[src/rtl/core/nnbt_pkg.sv]
// Shared types and constants for the nearest-neighbor blob tracker.
// Used by nnbt_slot and nearest_neighbor_blob_tracker_unit; no dependencies.
`default_nettype none

package nnbt_pkg;

	localparam int NumSlots  = 16;
	localparam int SlotBits  = 4;
	localparam int LiveBits  = 5;
	localparam int CoordBits = 14;
	localparam int FracExtra = 8;
	localparam int SmBits    = CoordBits + FracExtra;
	localparam int IdBits    = 16;
	localparam int AgeBits   = 16;
	localparam int RadBits   = 10;
	localparam int GainBits  = 16;
	localparam int SqBits    = 2 * CoordBits;
	localparam int DistBits  = SqBits + 1;
	localparam int ProdBits  = 40;

	localparam logic [RadBits-1:0]  RadiusReset = 10'd100;
	localparam logic [GainBits-1:0] GainReset   = 16'd655;
	localparam logic [AgeBits-1:0]  AgeMax      = 16'hFFFF;

	// result kinds
	typedef enum logic [1:0] {
		KIND_MATCH  = 2'd0,
		KIND_NEW    = 2'd1,
		KIND_DROP   = 2'd2,
		KIND_CLOSED = 2'd3
	} kind_t;

	// input commands
	localparam logic CmdBlob = 1'b0;
	localparam logic CmdEof  = 1'b1;

	// configuration register indexes
	localparam logic RegRadius = 1'b0;
	localparam logic RegGain   = 1'b1;

	// one track slot
	typedef struct packed {
		logic                 valid;
		logic                 found;
		logic [CoordBits-1:0] pos_x;
		logic [CoordBits-1:0] pos_y;
		logic [SmBits-1:0]    sm_x;
		logic [SmBits-1:0]    sm_y;
		logic [IdBits-1:0]    ident;
		logic [AgeBits-1:0]   age;
	} track_t;

	// per-slot control: move from neighbor, or load update data
	typedef struct packed {
		logic mv;
		logic ld;
	} slot_ctl_t;

endpackage

`default_nettype wire

[src/rtl/core/nnbt_slot.sv]
// One track slot of the tracker's slot chain.
// Depends on nnbt_pkg for the track record and slot control types.
`default_nettype none

module nnbt_slot (
	input  wire logic               clk,
	input  wire logic               arst_n,
	input  wire nnbt_pkg::slot_ctl_t ctl,
	input  wire nnbt_pkg::track_t   nb_in,
	input  wire nnbt_pkg::track_t   ld_in,
	output nnbt_pkg::track_t        q
);

	// slot record: load update data or take the neighbor's record; reset empties it
	always_ff @(posedge clk or negedge arst_n) begin
		if (!arst_n) begin
			q <= '0;
		end else if (ctl.ld) begin
			q <= ld_in;
		end else if (ctl.mv) begin
			q <= nb_in;
		end
	end

endmodule

`default_nettype wire

[config.mk]
export PLATFORM = sky130hd
export DESIGN_NAME = nnbt_slot
export DESIGN_NICKNAME = d
export VERILOG_FILES = /design/src/rtl/core/nnbt_pkg.sv /design/src/rtl/core/nnbt_slot.sv
export SDC_FILE = /design/constraint.sdc
export NUM_CORES = 1
export LEC_CHECK = 0
export BUFFER_PORTS_ARGS = -buffer_cell sky130_fd_sc_hd__clkbuf_2
export CAP_MARGIN = 30
export CELL_PAD_IN_SITES_DETAIL_PLACEMENT = 0
export CELL_PAD_IN_SITES_GLOBAL_PLACEMENT = 1
export CORE_UTILIZATION = 27
export DETAILED_ROUTE_END_ITERATION = 8
export PLACE_DENSITY_LB_ADDON = 0.1
export SLEW_MARGIN = 20
export SYNTH_ARGS = -nofsm -noshare
export SYNTH_HDL_FRONTEND = slang
export SYNTH_SLANG_ARGS = --single-unit
[constraint.sdc]
create_clock -name clk -period 0.8 [get_ports clk]
set_input_delay 0.04 -clock clk [delete_from_list [all_inputs] [get_ports clk]]
set_output_delay 0.04 -clock clk [all_outputs]
set_load 0.005 [all_outputs]
==> summary.md <==
| Metric | Value |
|---|---|
| Initial antenna violation count | `0` |
| Detailed Route WL | `about 18000 um` |
| Die Area | `~19000 um2` |
| DR vias/cell | `4.31` |
| Most used routing layer | `met2` |
| Placer Congestion | `slightly below 0.8` |
| Seq/Total Area, Yosys | `between 50% and 60%` |
| Clock Tree Buf Depth | `2` |
| EDFF count, synth | `0` |
| Total track usage | `18.7%` |
| CTS Root Cell | `clkbuf_16` |
| Critical path class | `register to primary output` |
| Slowest stage cell, crit path | `dfrtp_1` |
| DP HPWL | `around 12000 um` |
| CP max FO | `2` |
| Asr flop ratio synth | `between 90% and 100%` |
| DRC Markers | `0` |
| Number of port buffers | `around 320` |
| Area growth from synthesis to layout | `94.6%` |
| Worst-Skew Late Latency | `0.35 ns` |
| CP Data Required Time | `0.76 ns` |
| Largest registers | `q: 106 flops` |
| Clock power frac | `roughly 34%` |
| Cell count after synthesis | `459` |
| Synth Register Bits | `~110` |
| RSZ-0062 raised after global routing | `yes` |
| Post-synth top area share | `a little over half` |
| Cts bufs inserted | `9` |
| Reg2reg start | `q[47]$_DFFE_PN0P_` |
| Static leakage | `~5 nW` |
| Worst setup margin | `-0.118 ns` |
| Ports | `322` |
| Final worst path period share | `115%` |
| Switching part of the total | `25.1%` |
| Mapped Avg Cell Area | `between 10 and 15 um2` |
| Vias in the first global route | `5599` |
| Yosys warnings | `0` |
| Routed Antenna Nets | `0` |
| Crit path cell chain | `buf_6` |
| DR vias | `roughly 5400` |
| Core ar. | `17500 um2` |
| Synth cell count leaders | `106 x dfrtp_1, 106 x mux2i_1, 106 x nand2_1, 66 x o21ai_0, 40 x o21ai_1` |
| Violated checks | `hold timing, setup timing` |
| Buffers and inverters on the worst path | `1` |
| Nets | `1240` |
| Fraction of layout cells with a size suffix above 1 | `between 30% and 40%` |
| Max reg flops | `roughly 110` |
| Pins Over Slew Limit | `0` |
| Grt met3 use | `5.15%` |
| Setup Skew | `0 ns` |
| Crit path capture type | `primary output` |
| Fin. Hold Viols | `1` |
| Max Cap Viol | `0` |
| H-tree depth | `3` |
| Cell Area, Synth | `between 4000 and 5000 um2` |
| CP startpoint | `q[30]$_DFFE_PN0P_` |
| Row cnt | `between 40 and 50` |
| Die extent in x | `around 140 um` |
| Crit path DAT | `roughly 0.88 ns` |
| Power share of the combinational group | `~24%` |
| Placed inst area | `roughly 7000 um2` |
| Mapped Nets | `between 600 and 700` |
| Status | `finished with violations` |
| Clock slew at reported path FFs | `around 0.07 ns` |
| HP Class | `primary input to register` |
| CP top delay family | `flip-flops` |
| CTS Sinks | `around 110` |
| Leading area contributor after synthesis | `dfrtp_1` |
| Ant diodes | `0` |
| Startpoint Class | `register` |
| Worst slew margin | `between 80% and 90%` |
| CTS tree | `done` |
| Met2 Usage GRT | `about a third` |
| CP peak stage delay | `around 0.40 ns` |
| Worst Tran Pin Value | `around 0.26 ns` |
| Hold slack | `-0.0101 ns` |
| Largest net degree at the start of global routing | `52` |
| First-pass GRT wire length | `between 20000 and 30000 um` |
| Finish-stage setup viols | `141` |
| Overall power | `between 10 and 15 mW` |
| Post-route minimum period | `0.918 ns` |
| Area contributors post-synth | `dfrtp_1 54%, mux2i_1 22%, nand2_1 8.1%` |
| Initial Util | `28.0%` |
| Gr ovfl total | `0` |
| Routed WL per cell | `about 14 um` |
| Top reg by flops | `q` |
| Met1 usage | `just under 20%` |
| Cell area after layout | `roughly 9600 um2` |
| Power Dens Cells | `1550 nW/um2` |
| HP Start | `nb_in[31]` |
| Internal power | `~11 mW` |
| DR pass1 iterations | `6` |
| Post-synth top flop | `dfrtp_1` |
| Reg power frac | `roughly two fifths` |
| Synth cell types | `10` |
| VDD IR-drop max | `between 1 and 1.5 mV` |
| Switching power total | `3.70 mW` |
| Max Fclk | `between 1 and 1.5 GHz` |
| Die H | `about 140 um` |
| Initial drt markers | `slightly above 90` |
==> cell usage in the layout (no fill, tap or decap) <==
| cell | count |
|---|---|
| clkbuf_2 | 312 |
| dlygate4sd3_1 | 204 |
| mux2i_1 | 106 |
| nand2_1 | 106 |
| dfrtp_1 | 106 |
| o21ai_1 | 67 |
| buf_4 | 53 |
| o21ai_0 | 39 |
| buf_12 | 11 |
| clkbuf_16 | 9 |
| buf_6 | 5 |
| buf_2 | 4 |
| bufinv_16 | 3 |
| clkinv_2 | 1 |
| clkinv_4 | 1 |
| clkbuf_1 | 1 |
==> per-stage QoR <==
step	utilization [%]	worst slack, ns	instances	setup TNS [ns]
3_3_place_gp	39.3	-0.0804	997	-3.71
2_1_floorplan	-	0.0115	459	0
5_1_grt	54.5	-0.157	1253	-15.80
4_1_cts	53.3	-0.151	1228	-11.69
3_5_place_dp	39.3	-0.109	997	-6.94
6_report	54.5	-0.118	1253	-9.84
==> final timing paths <==
| check | end | slack (ns) | cells past startpoint |
|---|---|---|---|
| max | q[30] | -0.12 | 1 |
| min | q[31]$_DFFE_PN0P_ | -0.01 | 3 |
| max reg2reg | q[47]$_DFFE_PN0P_ | -0.06 | 3 |
| min reg2reg | q[82]$_DFFE_PN0P_ | 0.55 | 2 |
| max in group asynchronous | q[12]$_DFFE_PN0P_ | 0.20 | 3 |
| min in group asynchronous | q[78]$_DFFE_PN0P_ | 0.09 | 2 |
==> kinds of logic (layout without fill, tap and decap cells) <==
logic type      after synthesis  after routing  share of synthesized area [%]
simple gates                106            106                           8.11
mux                         106            106                           21.6
buf+inv                      35            604                           5.43
flops                       106            106                           54.0
compound gates              106            106                           10.8
==> per-layer routing <==
| metal | wire length, um | vias to the layer above |
|---|---|---|
| li1 | - | 2705 |
| met1 | 6940 | 2455 |
| met2 | 9100 | 220 |
| met3 | 1440 | 25 |
| met4 | 421 | 0 |
| met5 | 0 | - |
==> power by group through the flow <==
stage / clock (mW) / combinational [mW] / sequential, mW
floorplan: 0 / 0.993 / 6.25
global placement: 0 / 2.49 / 6.21
detailed placement: 0 / 2.52 / 6.22
CTS: 5.25 / 3.42 / 6.12
global route: 5.45 / 3.94 / 6.18
finish: 5.04 / 3.60 / 6.13
==> area by class of cell <==
type | instances | area, um2
Clock buffer | 10 | 229
Clock inverter | 5 | 104
Fill cell | 1535 | 7980
Multi-Input combinational cell | 318 | 1990
Sequential cell | 106 | 2650
Tap cell | 225 | 282
Timing Repair Buffer | 589 | 4300
==> timing repair <==
item	in CTS	in global routing
pin swaps	0	2
hold buffers	203	1
endpoints found under the hold margin	212	1
resized for setup	7	29
endpoints found under the setup margin	106	126
buffers inserted	13	24
No activity file was read; power rests on OpenSTA's default activity.
